<file path="src/rtl/assert_macros.svh">
// Assertion helpers for the RTL.
`ifndef ASSERT_MACROS_SVH
`define ASSERT_MACROS_SVH

// Checked on every rising clock edge outside reset.
`define ASSERT_CLK(label, prop, msg) \
  label: assert property (@(posedge clk_i) disable iff (!rst_ni) prop) else $error(msg);

// Checked on every rising clock edge, reset included.
`define ASSERT_ALWAYS(label, prop, msg) \
  label: assert property (@(posedge clk_i) prop) else $error(msg);

`endif

</file>
<file path="src/rtl/asu_pkg.sv">
`default_nettype none
package asu_pkg;

  localparam int unsigned BlinkCountBitsDef = 17;

  localparam int unsigned UnitAddrW  = 7;
  localparam int unsigned IntervalW  = 17;
  localparam int unsigned HoldW      = 16;
  localparam int unsigned CfgDataW   = 17;
  localparam int unsigned CfgIdxW    = 2;

  localparam logic [7:0] BroadcastAddr = 8'h80;
  localparam logic [7:0] ModeStatus    = 8'h00;
  localparam logic [7:0] ModeSet       = 8'h01;

  localparam logic [6:0]  UnitAddrRst  = 7'd1;
  localparam logic [16:0] IntervalRst  = 17'd100000;
  localparam logic [15:0] HoldRst      = 16'd65000;

  // Status register bit positions
  localparam int unsigned BitMark  = 7;
  localparam int unsigned BitLock  = 6;
  localparam int unsigned BitPhase = 5;
  localparam int unsigned BitBtn   = 4;

  localparam logic [2:0] PinLeft   = 3'b100;
  localparam logic [2:0] PinCenter = 3'b010;
  localparam logic [2:0] PinRight  = 3'b001;

  typedef enum logic [1:0] {
    CmdOff   = 2'd0,
    CmdLeft  = 2'd1,
    CmdRight = 2'd2,
    CmdLock  = 2'd3
  } cmd_e;

  typedef enum logic [1:0] {
    LampNone  = 2'd0,
    LampLeft  = 2'd1,
    LampRight = 2'd2,
    LampGo    = 2'd3
  } lamp_e;

  typedef enum logic [1:0] {
    DevArrow  = 2'd0,
    DevButton = 2'd1,
    DevSignal = 2'd2
  } dev_e;

  typedef enum logic [CfgIdxW-1:0] {
    CfgUnitAddr = 2'd0,
    CfgDevType  = 2'd1,
    CfgBlink    = 2'd2,
    CfgHold     = 2'd3
  } cfg_idx_e;

  typedef enum logic {
    KindByte = 1'b0,
    KindTick = 1'b1
  } kind_e;

  function automatic logic [2:0] sel_pin(lamp_e sel);
    logic [2:0] pin;
    unique case (sel)
      LampNone:  pin = 3'b000;
      LampLeft:  pin = PinLeft;
      LampRight: pin = PinRight;
      LampGo:    pin = PinCenter;
      default:   pin = 3'b000;
    endcase
    return pin;
  endfunction

endpackage
`default_nettype wire

</file>
<file path="src/rtl/addressed_signal_unit_slave.sv">
// Inputs pass the input register, then the result register, before the first result shows.
// Throughput: one item per cycle unless out_ready_i stalls; a replying byte gives 3 results.
// Tick items and bytes without a reply each give exactly one result.
// Reset (rst_ni low, asynchronous): all state and configuration registers take their
// documented reset values and both pipeline stages empty; no clearing pass is needed.
`default_nettype none
`include "assert_macros.svh"
module addressed_signal_unit_slave import asu_pkg::*; #(
  parameter int unsigned BlinkCountBits = BlinkCountBitsDef
) (
  input  wire logic                clk_i,
  input  wire logic                rst_ni,
  input  wire logic                cfg_we_i,
  input  wire logic [CfgIdxW-1:0]  cfg_idx_i,
  input  wire logic [CfgDataW-1:0] cfg_data_i,
  input  wire logic                in_valid_i,
  output logic                     in_ready_o,
  input  wire logic                mode_i,
  input  wire logic [7:0]          rx_byte_i,
  input  wire logic                button_level_i,
  output logic                     out_valid_o,
  input  wire logic                out_ready_i,
  output logic                     tx_valid_o,
  output logic [7:0]               tx_byte_o,
  output logic                     run_last_o,
  output logic [2:0]               lamp_pins_o,
  output logic [7:0]               status_out_o
);

  // configuration
  logic [UnitAddrW-1:0] cfg_addr_q;
  dev_e                 cfg_dev_q;
  logic [IntervalW-1:0] cfg_blink_q;
  logic [HoldW-1:0]     cfg_hold_q;

  // input register
  logic       s1_vld_q;
  kind_e      s1_kind_q;
  logic [7:0] s1_rx_q;
  logic       s1_btn_q;

  // unit state
  logic [1:0]                byte_cnt_q, byte_cnt_d;
  logic [7:0]                held_addr_q, held_addr_d;
  logic [7:0]                held_cmd_q, held_cmd_d;
  logic [7:0]                status_q, status_d;
  logic [BlinkCountBits-1:0] blink_q, blink_d, blink_nx;
  lamp_e                     lamp_sel_q, lamp_sel_d;
  logic [HoldW-1:0]          hold_q, hold_d;
  logic [2:0]                pin_q, pin_d, lamp_mask;
  logic                      arrow;
  logic                      reply;
  logic [7:0]                reply_data;

  // result group register
  logic [1:0] grp_cnt_q;
  logic       grp_reply_q;
  logic [7:0] grp_addr_q, grp_cmd_q, grp_data_q;
  logic [2:0] grp_pins_q;
  logic [7:0] grp_stat_q;

  logic out_take, grp_free, s1_adv;

  assign out_valid_o = (grp_cnt_q != 2'd0);
  assign out_take    = out_valid_o && out_ready_i;
  assign grp_free    = (grp_cnt_q == 2'd0) || ((grp_cnt_q == 2'd1) && out_ready_i);
  assign s1_adv      = s1_vld_q && grp_free;
  assign in_ready_o  = !s1_vld_q || s1_adv;

  always_ff @(posedge clk_i or negedge rst_ni) begin
    if (!rst_ni) begin
      cfg_addr_q  <= UnitAddrRst;
      cfg_dev_q   <= DevArrow;
      cfg_blink_q <= IntervalRst;
      cfg_hold_q  <= HoldRst;
    end else if (cfg_we_i) begin
      unique case (cfg_idx_e'(cfg_idx_i))
        CfgUnitAddr: cfg_addr_q  <= cfg_data_i[UnitAddrW-1:0];
        CfgDevType:  cfg_dev_q   <= dev_e'(cfg_data_i[1:0]);
        CfgBlink:    cfg_blink_q <= cfg_data_i[IntervalW-1:0];
        CfgHold:     cfg_hold_q  <= cfg_data_i[HoldW-1:0];
      endcase
    end
  end

  always_ff @(posedge clk_i or negedge rst_ni) begin
    if (!rst_ni) begin
      s1_vld_q <= 1'b0;
    end else if (in_ready_o) begin
      s1_vld_q <= in_valid_i;
    end
  end

  always_ff @(posedge clk_i) begin
    if (in_ready_o && in_valid_i) begin
      s1_kind_q <= kind_e'(mode_i);
      s1_rx_q   <= rx_byte_i;
      s1_btn_q  <= button_level_i;
    end
  end

  always_comb begin
    byte_cnt_d  = byte_cnt_q;
    held_addr_d = held_addr_q;
    held_cmd_d  = held_cmd_q;
    status_d    = status_q;
    blink_d     = blink_q;
    blink_nx    = blink_q;
    lamp_sel_d  = lamp_sel_q;
    hold_d      = hold_q;
    pin_d       = pin_q;
    lamp_mask   = 3'b000;
    arrow       = (cfg_dev_q == DevArrow);
    reply       = 1'b0;
    reply_data  = (held_cmd_q == ModeStatus) ? status_q : s1_rx_q;
    reply_data[BitMark] = 1'b1;

    if (s1_kind_q == KindByte) begin
      unique case (byte_cnt_q)
        2'd0: begin
          held_addr_d = s1_rx_q;
          byte_cnt_d  = 2'd1;
        end
        2'd1: begin
          held_cmd_d = s1_rx_q;
          byte_cnt_d = 2'd2;
        end
        default: begin
          byte_cnt_d = 2'd0;
          if (held_addr_q == {1'b0, cfg_addr_q}) begin
            reply    = 1'b1;
            status_d = reply_data;
          end else if (held_addr_q == BroadcastAddr && held_cmd_q == ModeSet &&
                       s1_rx_q[1:0] == CmdOff) begin
            status_d = s1_rx_q;
          end
        end
      endcase
    end else begin
      if (cfg_dev_q == DevButton) begin
        if (!s1_btn_q) begin
          hold_d = (hold_q != '1) ? hold_q + HoldW'(1) : hold_q;
        end else begin
          hold_d = '0;
        end
        if (hold_d == cfg_hold_q) status_d[BitBtn] = 1'b1;
      end else if (cfg_dev_q == DevArrow || cfg_dev_q == DevSignal) begin
        if (cmd_e'(status_q[1:0]) == CmdOff) begin
          pin_d = pin_q & (arrow ? 3'b000 : PinRight);
        end else begin
          if (!status_q[BitLock]) begin
            status_d[BitLock] = 1'b1;
            pin_d = pin_q & ~sel_pin(lamp_sel_q);
            if (arrow) begin
              if (cmd_e'(status_q[1:0]) == CmdLeft) lamp_sel_d = LampLeft;
              else if (cmd_e'(status_q[1:0]) == CmdRight) lamp_sel_d = LampRight;
            end else begin
              if (cmd_e'(status_q[1:0]) == CmdRight) lamp_sel_d = LampGo;
              else if (cmd_e'(status_q[1:0]) == CmdLeft) lamp_sel_d = LampLeft;
            end
          end
          lamp_mask = sel_pin(lamp_sel_d) | (arrow ? PinCenter : 3'b000);
          pin_d = status_q[BitPhase] ? (pin_d | lamp_mask) : (pin_d & ~lamp_mask);
        end
      end

      // blink phase runs for every device type; the button type holds its counter
      if (32'(blink_q) == 32'(cfg_blink_q)) begin
        status_d[BitPhase] = ~status_d[BitPhase];
        blink_nx = '0;
      end
      blink_d = (cfg_dev_q != DevButton) ? blink_nx + BlinkCountBits'(1) : blink_nx;
    end
  end

  always_ff @(posedge clk_i or negedge rst_ni) begin
    if (!rst_ni) begin
      byte_cnt_q  <= 2'd0;
      held_addr_q <= 8'h00;
      held_cmd_q  <= 8'h00;
      status_q    <= 8'h00;
      blink_q     <= '0;
      lamp_sel_q  <= LampNone;
      hold_q      <= '0;
      pin_q       <= 3'b000;
    end else if (s1_adv) begin
      byte_cnt_q  <= byte_cnt_d;
      held_addr_q <= held_addr_d;
      held_cmd_q  <= held_cmd_d;
      status_q    <= status_d;
      blink_q     <= blink_d;
      lamp_sel_q  <= lamp_sel_d;
      hold_q      <= hold_d;
      pin_q       <= pin_d;
    end
  end

  always_ff @(posedge clk_i or negedge rst_ni) begin
    if (!rst_ni) begin
      grp_cnt_q <= 2'd0;
    end else if (s1_adv) begin
      grp_cnt_q <= reply ? 2'd3 : 2'd1;
    end else if (out_take) begin
      grp_cnt_q <= grp_cnt_q - 2'd1;
    end
  end

  always_ff @(posedge clk_i) begin
    if (s1_adv) begin
      grp_reply_q <= reply;
      grp_addr_q  <= held_addr_q;
      grp_cmd_q   <= held_cmd_q;
      grp_data_q  <= reply_data;
      grp_pins_q  <= pin_d;
      grp_stat_q  <= status_d;
    end
  end

  always_comb begin
    unique case (grp_cnt_q)
      2'd3:    tx_byte_o = grp_addr_q;
      2'd2:    tx_byte_o = grp_cmd_q;
      default: tx_byte_o = grp_data_q;
    endcase
    if (!grp_reply_q) tx_byte_o = 8'h00;
  end

  assign tx_valid_o   = grp_reply_q;
  assign run_last_o   = (grp_cnt_q == 2'd1);
  assign lamp_pins_o  = grp_pins_q;
  assign status_out_o = grp_stat_q;

  `ASSERT_CLK(a_single_is_last, out_valid_o && !tx_valid_o |-> run_last_o,
              "single result item not marked last")
  `ASSERT_CLK(a_reply_data_mark, out_valid_o && tx_valid_o && run_last_o |-> tx_byte_o[7],
              "reply data byte lacks the mark bit")
  `ASSERT_CLK(a_reply_continues,
              out_valid_o && tx_valid_o && !run_last_o && out_ready_i |=> out_valid_o && tx_valid_o,
              "reply broken off before its last byte")
  `ASSERT_ALWAYS(a_reset_empty, !rst_ni |-> !out_valid_o, "result pending during reset")

endmodule
`default_nettype wire

</file>
<file path="config.mk">
export PLATFORM = sky130hd
export DESIGN_NAME = addressed_signal_unit_slave
export DESIGN_NICKNAME = d
export VERILOG_FILES = /design/src/rtl/asu_pkg.sv /design/src/rtl/addressed_signal_unit_slave.sv
export VERILOG_INCLUDE_DIRS = /design/src /design/src/rtl
export SDC_FILE = /design/constraint.sdc
export NUM_CORES = 1
export LEC_CHECK = 0
export BUFFER_PORTS_ARGS = -buffer_cell sky130_fd_sc_hd__clkbuf_2
export CAP_MARGIN = 20
export CORE_MARGIN = 4
export CORE_UTILIZATION = 43
export CTS_BUF_LIST = sky130_fd_sc_hd__clkbuf_16
export DETAILED_ROUTE_END_ITERATION = 10
export PLACE_DENSITY = 0.7
export RECOVER_POWER = 50
export SLEW_MARGIN = 5
export SYNTH_ARGS = -nofsm -noshare
export SYNTH_HDL_FRONTEND = slang
export SYNTH_SLANG_ARGS = --single-unit
</file>
<file path="constraint.sdc">
create_clock -name clk_i -period 5.6 [get_ports clk_i]
set_input_delay 0.56 -clock clk_i [delete_from_list [all_inputs] [get_ports clk_i]]
set_output_delay 0.56 -clock clk_i [all_outputs]
set_load 0.01 [all_outputs]
</file>
### Yosys cells after proc, flatten, opt, wreduce, memory -nomap -nowiden

Index checks and enable logic that the tools add are counted.

| storage, ports and cells | value |
|---|---|
| register bits after elaboration | 154 |
| input port bits | 34 |
| word-level logic and storage cells | 155 |

| operators by class | value |
|---|---|
| $add $sub $neg | 3 |
| eq/ne operators | 24 |
| multiplexer cells | 62 |
| bitwise operators | 11 |
| reduce and logical (&&, ||, !) cells | 32 |

Operator list:

| cell | number |
|---|---|
| $mux 16 | 4 |
| $mux 3 | 20 |
| $mux 17 | 3 |
| $mux 8 | 4 |
| $mux 2 | 14 |
| $pmux 3 s4 | 2 |
| $eq 2x2->1 const B | 10 |
| $add 17x1->17 const B | 1 |
| $eq 17x17->1 | 1 |
| $add 16x1->16 const B | 1 |
| $eq 16x16->1 | 1 |
| $logic_not 2->1 | 8 |
| $ne 16x16->1 const B | 1 |
| $pmux 8 s2 | 1 |
| $eq 2x1->1 const B | 7 |
| $reduce_and 2->1 | 6 |
| $mux 1 | 11 |
| $reduce_and 3->1 | 3 |
| $eq 8x1->1 const B | 1 |
| $eq 8x7->1 | 1 |
| $eq 8x8->1 const B | 1 |
| $logic_not 8->1 | 1 |
| $mux 7 | 1 |
| $and 3x3->3 | 2 |
| other kinds (15) | 27 |

### Longest topological paths before layout

Gate-level depths: netlist of the first run.

| logic depth | value |
|---|---|
| word-level depth | 23 |
| gate-level depth with buffers | 11 |

### Worst setup path after synthesis of the first run

Ideal clock, no wire load.

| timing path | value |
|---|---|
| path type | reg-to-reg |
| start | register grp_cnt_q[1] |
| end | register grp_addr_q[0] (enable) |
| arrival | 2.239 ns |
| data required time | 5.187 ns |
| setup slack | 2.948 ns |
| stages on the path, launching flop included | 7 |
| clock period less this slack | 2.652 ns |
| cell sequence | dfrtp_1 -> inv_1 -> ha_1 -> a21oi_1 -> nand2b_1 -> clkinv_1 -> clkbuf_1 |

| between the ends | value |
|---|---|
| longest elaborated chain between the ends | 4 |
| elaborated cells between the ends (all ways) | 5 |
| classes of those cells | eq/ne (1); reduce/logical (4) |

Ends and longest elaborated chain:

| what | line | source |
|---|---|---|
| from (decl) | addressed_signal_unit_slave.sv:56 | `logic [1:0] grp_cnt_q;` |
| from (signal assigned) | addressed_signal_unit_slave.sv:202 | `grp_cnt_q <= reply ? 2'd3 : 2'd1;` |
| from (signal assigned) | addressed_signal_unit_slave.sv:204 | `grp_cnt_q <= grp_cnt_q - 2'd1;` |
| $eq 2x1->1 | - |  |
| via run_last_o | addressed_signal_unit_slave.sv:25 | `output logic run_last_o,` |
| $logic_and 1x1->1 | addressed_signal_unit_slave.sv:66 | `assign grp_free = (grp_cnt_q == 2'd0) \|\| ((grp_cnt_q == 2'd1) && out_ready_i);` |
| $logic_or 1x1->1 | addressed_signal_unit_slave.sv:66 |  |
| $logic_and 1x1->1 | addressed_signal_unit_slave.sv:67 | `assign s1_adv = s1_vld_q && grp_free;` |
| via s1_adv | addressed_signal_unit_slave.sv:62 | `logic out_take, grp_free, s1_adv;` |
| to (signal assigned) | addressed_signal_unit_slave.sv:211 | `grp_addr_q <= held_addr_q;` |
| to (decl) | addressed_signal_unit_slave.sv:58 | `logic [7:0] grp_addr_q, grp_cmd_q, grp_data_q;` |

The timed path passes the listed nets, and every way through them passes these cells.
A chain may end at the register's enable or synchronous reset.

==> results, run 1 <==
- The run finished, with violations left.
- The checks that failed: capacitance limit, slew limit.
- The maximum number of pins on one net before global-route repair is 60.
- The max-cap check violation count is 1.
- The clock transition at the registers of the reported paths is roughly 0.060 ns.
- Across every metal layer, demand over resource in global routing totals 0.182.
- The detailed-route DRC error count is 0.
- The via count of the first global-routing pass was around 5300.
- Summed over all nets, wire length on met3 after detailed routing comes to 851 um.
- Summed over all nets, the switching power comes to 1.26 mW.
- The hold path endpoint is s1_rx_q[4].
- During synthesis, Yosys emitted a total of 0 warnings.
- The maximum clock skew at final layout is around 0.011 ns.
- The part of the cycle the worst path needs is 0.589.
- The number of nets handed over by synthesis was ~740.
- Clock tree synthesis selected as its root buffer the cell sky130_fd_sc_hd__clkbuf_16.
- The combinational group share of total power is 0.236.
- The number of antenna violations at the first check in global routing is 0.
- The worst path needs approximately 3.3 ns of the cycle, external delays included.
- The maximum single-stage delay on the critical path is around 2.3 ns.
- The internal power of the cells totals between 2 and 3 mW.
- The number of buffers between clock root and the deepest sink is 2.
- TritonCTS built the clock tree.
- The filler cells instantiated in the layout total approximately 1600.
- The transition time at the pin with the least slew margin is about 3.3 ns.
- The detailed router finished its first iteration with approximately 400 violations.
- The final total negative setup slack is 0 ns.
- The total count of hold-check failures in the final report was 0.
- The number of buffers and inverters on the critical path is 2.
- The register share of total power is 0.466.
- The chip width is between 100 and 150 um.
- In this run the worst path has a maximum fanout of 59.
- The boundary pin count is 57.
- After detailed placement, the total cell area comes to between 0.008 and 0.009 sq mm.
- The analysis attributes to cell leakage a power of approximately 3.5 nW.
- After technology mapping, the gate count stands at between 700 and 800.
- The detailed router put a total of ~8600 um of wire on met1.
- The power density of the placed cells is roughly 440 mW/mm^2.
- The first global-routing pass estimated between 20000 and 30000 um of wire.
- The number of detailed-routing iterations run before antenna repair is 5.
- For this run, the register share of the synthesized area comes to 0.523.
- Detailed routing inserted a total of approximately 5600 vias.
- The worst register-to-register path has a depth of 9.
- On the final layout, the worst hold slack is ~0.31 ns.
- At the worst endpoint, the required time is between 6 and 7 ns.
- After routing the design area is around 0.009 sq mm.
- After detailed routing, the average wire length per cell comes to 17.9 um.
- The congestion estimate from routability-driven global placement came to 0.886.
- Counting instances, the worst hold path has a depth of 1.
- The post-detailed-routing wire length is approximately 18000 um.
- Of the total power, the clock network draws 0.298.
- The footprint of the multi-input gates is about 0.0035 sq mm.
- Detailed placement ended at an HPWL of 12400 um.
- The most common flop cell mapped by yosys is sky130_fd_sc_hd__dfrtp_1.
- The number of buffers inserted for hold repair after clock tree synthesis is 0.
- The worst register-to-register path has a setup slack of ~2.5 ns.
- Timing would allow up to 0.303 GHz.
- The area of the mapped netlist is ~0.008 sq mm.
- Setup violations remaining at the end of the flow were counted as 0.
- The area added between synthesis and finish is 12.9%.
- The via count normalized by instance count is 5.67.
- The area enclosed by the die boundary is ~0.020 sq mm.
- The number of buffers added on ports is 56.
- The number of H-tree branching levels is 4.
- Once layout is complete, the utilization of the core stands at 0.493.
- The die height is between 100 and 150 um.
- For this run the aggregate overflow at the end of global routing stands at 0.
- The switching fraction of total power is 0.327.
- The fraction of layout instances using a drive strength above 1 is 0.233.
- The worst setup path is captured at an asynchronous set/reset pin.
- The count of pins over their slew limit is 60.
- The post-synthesis average cell area is approximately 11 sq um.
- After floorplanning, the core was sized to cover 0.0180 sq mm.
- In the final design database the tool counted a little under 800 nets.
- The number of flops mapped to enable cells by yosys is 45.
- Registers take ~0.004 sq mm.
- The path class of the lowest-slack min-delay path is in -> reg.
- The number of CTS-inserted buffers is 17.
- Setup slack on the critical path of the routed design comes to between 2 and 2.5 ns.
- After clock tree synthesis, the repair step resized 0 gates.
- At the later pin of the worst-skew pair, clock insertion delay measures ~0.42 ns.
- In this run the remaining antenna-violating nets after routing total 0.
- The dominant delay contributor by cell family on the critical path is buffers and inverters.
- The worst setup path is of the in -> async kind.
- The worst-path cell with the longest stage delay is sky130_fd_sc_hd__clkbuf_1.
- For the worst setup path, the data arrival time is roughly 3.8 ns.
- The startpoint type of the worst setup path is an input pin.
- In this run the post-CTS setup repair buffer count came out at 0.
- In this run the most critical hold path is launched from rx_byte_i[4].
- The worst setup slack before clock tree synthesis is 2.49 ns.
- The number of synthesized register bits is approximately 150.
- The clock drives 154 sinks.
- The startpoint of the most critical register-to-register path is hold_q[0].
- The critical path goes through clkbuf_1 -> buf_4.
- The number of library cell types mapped by synthesis is 65.
- The repair_antennas step left the layout with diodes totalling 0.
- VDD sags by at most ~0.3 mV.
- The endpoint of the worst register-to-register path is status_out_o[4].
- The effective utilization at floorplan is 0.436.
- Detailed routing placed a total of about 8000 um of wire on met2.
- The proportion of register bits with asynchronous set or reset after synthesis is 0.708.
- Headroom to the max-slew limit came out at -1.22.
- In this run the top signal layer used is met4.
- The initialized floorplan defines approximately 50 standard-cell rows.
- Setup repair after global routing left no endpoint under its margin.
## routing by layer
metal | vias up | global-route usage
met1 | 2768 | 0.265
li1 | 2689 | -
met2 | 138 | 0.277
met4 | 0 | 0.0590
met3 | 21 | 0.0318
met5 | - | 0
## cells in the final DEF (no fill, tap or decap), types with 10 or more instances in the layout
master                      count
sky130_fd_sc_hd__clkbuf_16     17
sky130_fd_sc_hd__nand4_1       11
sky130_fd_sc_hd__and3_1        10
sky130_fd_sc_hd__nor2_1        42
sky130_fd_sc_hd__nand3_1       20
sky130_fd_sc_hd__inv_1         14
sky130_fd_sc_hd__clkbuf_2      41
sky130_fd_sc_hd__nor4_1        11
sky130_fd_sc_hd__xor2_1        24
sky130_fd_sc_hd__dfrtp_1       91
sky130_fd_sc_hd__mux2i_1       11
sky130_fd_sc_hd__dfstp_2       18
sky130_fd_sc_hd__a21oi_1       25
sky130_fd_sc_hd__xnor2_1       22
sky130_fd_sc_hd__edfxtp_1      45
sky130_fd_sc_hd__nand2_1       72
sky130_fd_sc_hd__clkbuf_1      16
sky130_fd_sc_hd__o21ai_0       37
sky130_fd_sc_hd__mux2_2        75
sky130_fd_sc_hd__nor3_1        11
## Yosys cell counts, drive strengths merged, types with 8 or more instances
cell type   n  share of area
inv        12         0.0057
xor2       24          0.027
mux2       75           0.11
and3       10         0.0080
edfxtp     45           0.17
a21boi      8         0.0077
dfstp      18          0.060
clkbuf     24          0.012
o31ai       9         0.0086
nand3      22          0.015
a21oi      25          0.016
a22oi       8         0.0077
buf        11         0.0077
a31oi       8         0.0064
nand2      72          0.034
xnor2      22          0.025
dfrtp      91           0.29
nor2       42          0.020
nor4       12          0.011
o21ai      37          0.024
nand4      14          0.015
mux2i      11          0.014
nor3       11         0.0070
## how the worst max path moves through the flow
stage | startpoint | endpoint | cells past startpoint
after detailed placement | hold_q[0] | status_out_o[4] | 9
after floorplan | grp_cnt_q[1] | grp_addr_q[0] | 6
after global placement | hold_q[1] | status_out_o[4] | 9
after CTS | hold_q[1] | status_out_o[4] | 9
final | rst_ni | hold_q[15] | 2
after global routing | rst_ni | pin_q[0] | 2
## through the flow
| step | std cells | power, mW |
|---|---|---|
| 3_3_place_gp | 958 | 2.71 |
| 3_5_place_dp | 958 | 2.74 |
| 5_1_grt | 990 | 4.09 |
| 6_report | 990 | 3.87 |
| 2_1_floorplan | 704 | 2.40 |
| 4_1_cts | 990 | 3.90 |
## power groups by stage
| stage | logic, mW | clock network [mW] | registers (mW) |
|---|---|---|---|
| after floorplan | 0.674 | 0 | 1.73 |
| after global placement | 0.903 | 0 | 1.80 |
| after detailed placement | 0.922 | 0 | 1.82 |
| after CTS | 0.928 | 1.17 | 1.80 |
| after global routing | 1.03 | 1.22 | 1.84 |
| final | 0.913 | 1.16 | 1.80 |
## flip-flops by register name, indices dropped and copies added (netlist names), 8 cells and up
name and flops:
cfg_hold_q 16, hold_q 16, grp_cmd_q 8, held_addr_q 8, held_cmd_q 8, status_q 8, grp_addr_q 8, cfg_blink_q 17
s1_rx_q 8, blink_q 17, status_out_o 8
## layout make-up
type | instances | share of cell area
clock inverters | 15 | 0.0185
multi-input cells | 502 | 0.399
clock buffers | 17 | 0.0481
well taps | 229 | 0.0324
flip-flops and latches | 154 | 0.464
repair buffers | 60 | 0.0325
inverters | 13 | 0.00551
## logic make-up (layout without fill, tap and decap cells)
kind of cell | Yosys count | count (layout) | share of synthesized area
xor gates and xnor gates | 47 | 47 | 0.0543
muxes | 86 | 86 | 0.122
AOI/OAI and AO/OA | 133 | 133 | 0.110
adders and majority gates | 6 | 6 | 0.00958
DFF | 154 | 154 | 0.523
and+or+nand+nor | 230 | 230 | 0.155
buffers and inverters | 48 | 105 | 0.0255
Power figures use the tool's default switching activity.
==> run 2: changes to the inputs <==
- ABC_AREA: default -> 1
- clock period: 5.6 -> 3.2 ns (I/O delays scaled with it)
==> run 2 against run 1 <==
  * The flow still finishes with violations (capacitance limit, slew limit)
  * Non-clock buffer count grew 5
  * Power rose by 77%
  * Setup slack lost 1.7 ns
  * Critical endpoint is now blink_q[12]
  * Largest cell class unchanged
  * Largest power group unchanged
==> results, run 2 <==
- The chip width was 142 um (-0.35%).
- Ranked by instance count, the synthesized netlist is headed by sky130_fd_sc_hd__nand2_1 (258), sky130_fd_sc_hd__inv_1 (118), sky130_fd_sc_hd__o21ai_0 (105), sky130_fd_sc_hd__dfrtp_1 (91), sky130_fd_sc_hd__nor2_1 (64).
- The number of antenna repair diodes is 0 (unchanged).
- The post-route antenna net violation count is 0 (unchanged).
- The number of warning messages in the yosys log is 0 (unchanged).
- The number of H-tree branching levels was 4 (unchanged).
- The cell sitting at the root of the clock tree is a sky130_fd_sc_hd__clkbuf_16.
- The number of antenna violations at the first check in global routing is 0 (unchanged).
- The final total negative setup slack is 0 ns (unchanged).
- The largest registers in the layout are blink_q (17), cfg_blink_q (17).
- The count of non-filler cells in the finished layout is 1229 (+24%).
- The fill cell total of the finished layout was 1631 (-0.79%).
- The leakage power is 4.11 nW (+17%).
- The final estimated routing congestion in global placement is 0.907 (+2.4%).
- The overall overflow remaining after global route is 0 (unchanged).
- The arrival time of data at the critical path endpoint is 2.87 ns (-0.92 ns).
- The max-cap check violation count is 1 (unchanged).
- The checks that failed: capacitance limit, slew limit.
- The required arrival time at the worst endpoint is 3.51 ns (-2.58 ns).
- The detailed-route DRC error count was 0 (unchanged).
- The net count after synthesis was 971 (+31%).
- The wire length of the first global-routing pass is 29000 um (+0.58%).
- The fraction of synthesized cell area taken by the top area cell type is 0.293 (+0.00220).
- For this run, the leading register cell type out of synthesis is sky130_fd_sc_hd__dfrtp_1.
- The placed cell area is 0.00831 sq mm (+0.26%).
- The number of buffers between clock root and the deepest sink is 2 (unchanged).
- The number of placed instances, taps included is 1196 (+25%).
- The per-cell routed wire length is 14.2 um (-21%).
- The effective utilization at floorplan is 0.443 (+0.00726).
- The kind of end point of the critical path is a flop.
- The clock sink count is 154 (unchanged).
- The count of mapped cells out of synthesis was 931 (+32%).
- The worst slack on hold paths is 0.0673 ns (-0.245 ns).
- The highest achievable clock rate is between 0.3 and 0.4 GHz.
- The die height was 142 um (-0.35%).
- The fraction of met3 tracks used by global routing is 0.0410 (+0.00918).
- The area enclosed by the die boundary is 0.0203 sq mm (-0.71%).
- The library cells used most frequently in the layout, excluding fill and tap cells, are sky130_fd_sc_hd__nand2_1 (258), sky130_fd_sc_hd__inv_1 (119), sky130_fd_sc_hd__o21ai_0 (105).
- The number of CTS-inserted buffers is 17 (unchanged).
- The initial detailed-routing violation count was 384 (-4.7%).
- The post-synthesis average cell area is 8.35 sq um (-25%).
- The library cell used most frequently in the layout, excluding fill and tap cells, is sky130_fd_sc_hd__nand2_1.
- By instance count, the leading cell after synthesis is sky130_fd_sc_hd__nand2_1.
- The clock transition at the registers of the reported paths came to 0.06 ns (about the same).
- The setup path with the least slack is of type reg -> reg.
- The global-route usage over all layers is 0.179 (-0.00331).
- The fraction of layout instances using a drive strength above 1 is 0.127 (-0.105).
- The power density of the placed cells is 769 mW/mm^2 (+76%).
- The path class of the lowest-slack min-delay path is in -> reg.
- The highest ir drop seen on vdd is 0.436 mV (+45%).
- The CTS tree is done.
- The number of detailed-routing iterations run before antenna repair is 5 (unchanged).
- The flow ran to the end, but the final reports show violations.
- The fraction of the core area covered by cells at the end of the flow is 0.507 (+0.0140).
- The number of flops mapped to enable cells by yosys came to 45 (unchanged).
- The area of the mapped netlist was 0.00778 sq mm (-0.75%).
- The number of endpoints failing setup at the final stage is 0 (unchanged).
- The transition time at the pin with the least slew margin is 1.95 ns (-1.38 ns).
- The maximum fanout encountered on the critical timing path was 16 (-73%).
- The post-detailed-routing wire length is 17400 um (-1.9%).
- The total count of hold-check failures in the final report is 0 (unchanged).
- The core footprint is 0.0175 sq mm (-2.4%).
- The via count normalized by instance count came to 5.03 (-11%).
- The largest area contributor in the netlist is sky130_fd_sc_hd__dfrtp_1.
- Setup repair after global routing left no endpoint under its margin.
- The via count of the first global-routing pass is 5969 (+12%).
- The via total after detailed routing was 6185 (+10%).
- After layout, the minimum clock period comes to between 2 and 3 ns.
- The number of library cell types mapped by synthesis is 44 (-32%).
- The boundary pin count is 57 (unchanged).
- The global routing stage identified its most utilized layer as met2.
- The proportion of register bits with asynchronous set or reset after synthesis is 0.708 (unchanged).
- The worst relative slew slack is -0.301 (+0.918).
- The part of the cycle the worst path needs is 0.799.
- The met2 routing resource usage after global routing came to 0.288 (+0.0109).
- Ranked by total cell area, the synthesized netlist is headed by sky130_fd_sc_hd__dfrtp_1 (29%), sky130_fd_sc_hd__edfxtp_1 (17%), sky130_fd_sc_hd__nand2_1 (12%).
- The count of pins over their slew limit came to 33 (-45%).
- The met1 routing resource usage after global routing is 0.240 (-0.0257).
- The placed wire-length estimate after detailed placement is 12800 um (+3.2%).
- The later-pin clock latency in the skew report was 0.42 ns (about the same).
- The sequential-to-total area share from yosys stat is 0.527 (+0.00396).
- The number of nets in the finished design is 1031 (+31%).
- The maximum clock skew at final layout is 0.00664 ns (-0.00450 ns).
- The maximum number of pins on one net before global-route repair is 78 (+30%).
- The post-route cell area is 0.00888 sq mm (+0.40%).
- The number of buffers added on ports is 56 (unchanged).
- The area added between synthesis and finish is 14.2%.
- The startpoint type of the worst setup path is a flop.
- The number of synthesized register bits is 154 (unchanged).
- The row count was 48 (-2.0%).
run 2: changes by cell type after synthesis, moves of 10 or more:
cell | previous run | this run
sky130_fd_sc_hd__mux2_2 | 75 | 1
sky130_fd_sc_hd__nand3_1 | 20 | 49
sky130_fd_sc_hd__inv_1 | 12 | 118
sky130_fd_sc_hd__nand2_1 | 72 | 258
sky130_fd_sc_hd__and3_1 | 10 | 0
sky130_fd_sc_hd__mux2i_1 | 11 | 0
sky130_fd_sc_hd__o21ai_0 | 37 | 105
sky130_fd_sc_hd__nor2_1 | 42 | 64
run 2: worst max-delay path, stage by stage, from the launching register on:
cell,delay (ns)
sky130_fd_sc_hd__dfstp_2,0.54
sky130_fd_sc_hd__xnor2_1,0.14
sky130_fd_sc_hd__nand4_1,0.12
sky130_fd_sc_hd__nor3_1,0.26
sky130_fd_sc_hd__nand3_2,0.35
sky130_fd_sc_hd__nand2_1,0.18
sky130_fd_sc_hd__inv_1,0.05
sky130_fd_sc_hd__ha_1,0.20
sky130_fd_sc_hd__nand2_1,0.06
sky130_fd_sc_hd__inv_1,0.03
sky130_fd_sc_hd__nand4_1,0.12
sky130_fd_sc_hd__nor2_1,0.10
sky130_fd_sc_hd__nand2_2,0.10
sky130_fd_sc_hd__xnor2_1,0.13
sky130_fd_sc_hd__inv_1,0.06
run 2: cell type report:
| class | count | area, sq um | area share |
|---|---|---|---|
| Clock buffer | 17 | 425 | 0.0479 |
| Clock inverter | 15 | 170 | 0.0192 |
| Timing Repair Buffer | 65 | 338 | 0.0380 |
| Inverter | 126 | 475 | 0.0535 |
| Sequential cell | 154 | 4100 | 0.462 |
| Multi-Input combinational cell | 627 | 3090 | 0.348 |
| Tap cell | 225 | 282 | 0.0317 |
run 2: worst paths after layout:
path / end / cells past startpoint / slack, ns / from
hold reg to reg: grp_cmd_q[7] / 0 / 0.48 / held_cmd_q[7]
setup / recovery: blink_q[12] / 14 / 0.64 / cfg_blink_q[16]
hold / removal: s1_rx_q[3] / 1 / 0.07 / rx_byte_i[3]
setup reg to reg: blink_q[12] / 14 / 0.64 / cfg_blink_q[16]
min in group asynchronous: blink_q[13] / 2 / 0.99 / rst_ni
max in group asynchronous: cfg_hold_q[5] / 3 / 0.98 / rst_ni
run 2: report_power, final:
part	internal (mW)	switching [mW]	total, mW
combinational	0.591	1.16	1.76
sequential	2.69	0.376	3.07
clock	1.16	0.846	2.01
total	4.45	2.39	6.83
run 2: what timing repair did:
| item | 4_1_cts | 5_1_grt |
|---|---|---|
| buffers inserted | 0 | 0 |
| hold endpoints to repair | 27 | 0 |
| resized for setup | 0 | 0 |
| hold buffers | 1 | 0 |
run 2: cells by family after synthesis:
logic type	synth area share
xor gates and xnor gates	0.0394
buffers and inverters	0.0751
muxes	0.00145
AOI/OAI and AO/OA	0.105
and+or+nand+nor	0.242
DFF	0.527
adders and majority gates	0.00965
run 2: routing by layer:
layer | up-vias | wire, um
li1 | 3134 | -
met1 | 2888 | 8060
met2 | 138 | 8340
met3 | 25 | 694
met4 | 0 | 324
met5 | - | 0
run 2: metrics by stage:
stage | power (mW) | setup slack (ns)
3_5_place_dp | 4.88 | 0.655
4_1_cts | 6.90 | 0.648
2_1_floorplan | 4.24 | 1.03
6_report | 6.83 | 0.642
3_3_place_gp | 4.81 | 0.734
5_1_grt | 7.28 | 0.367
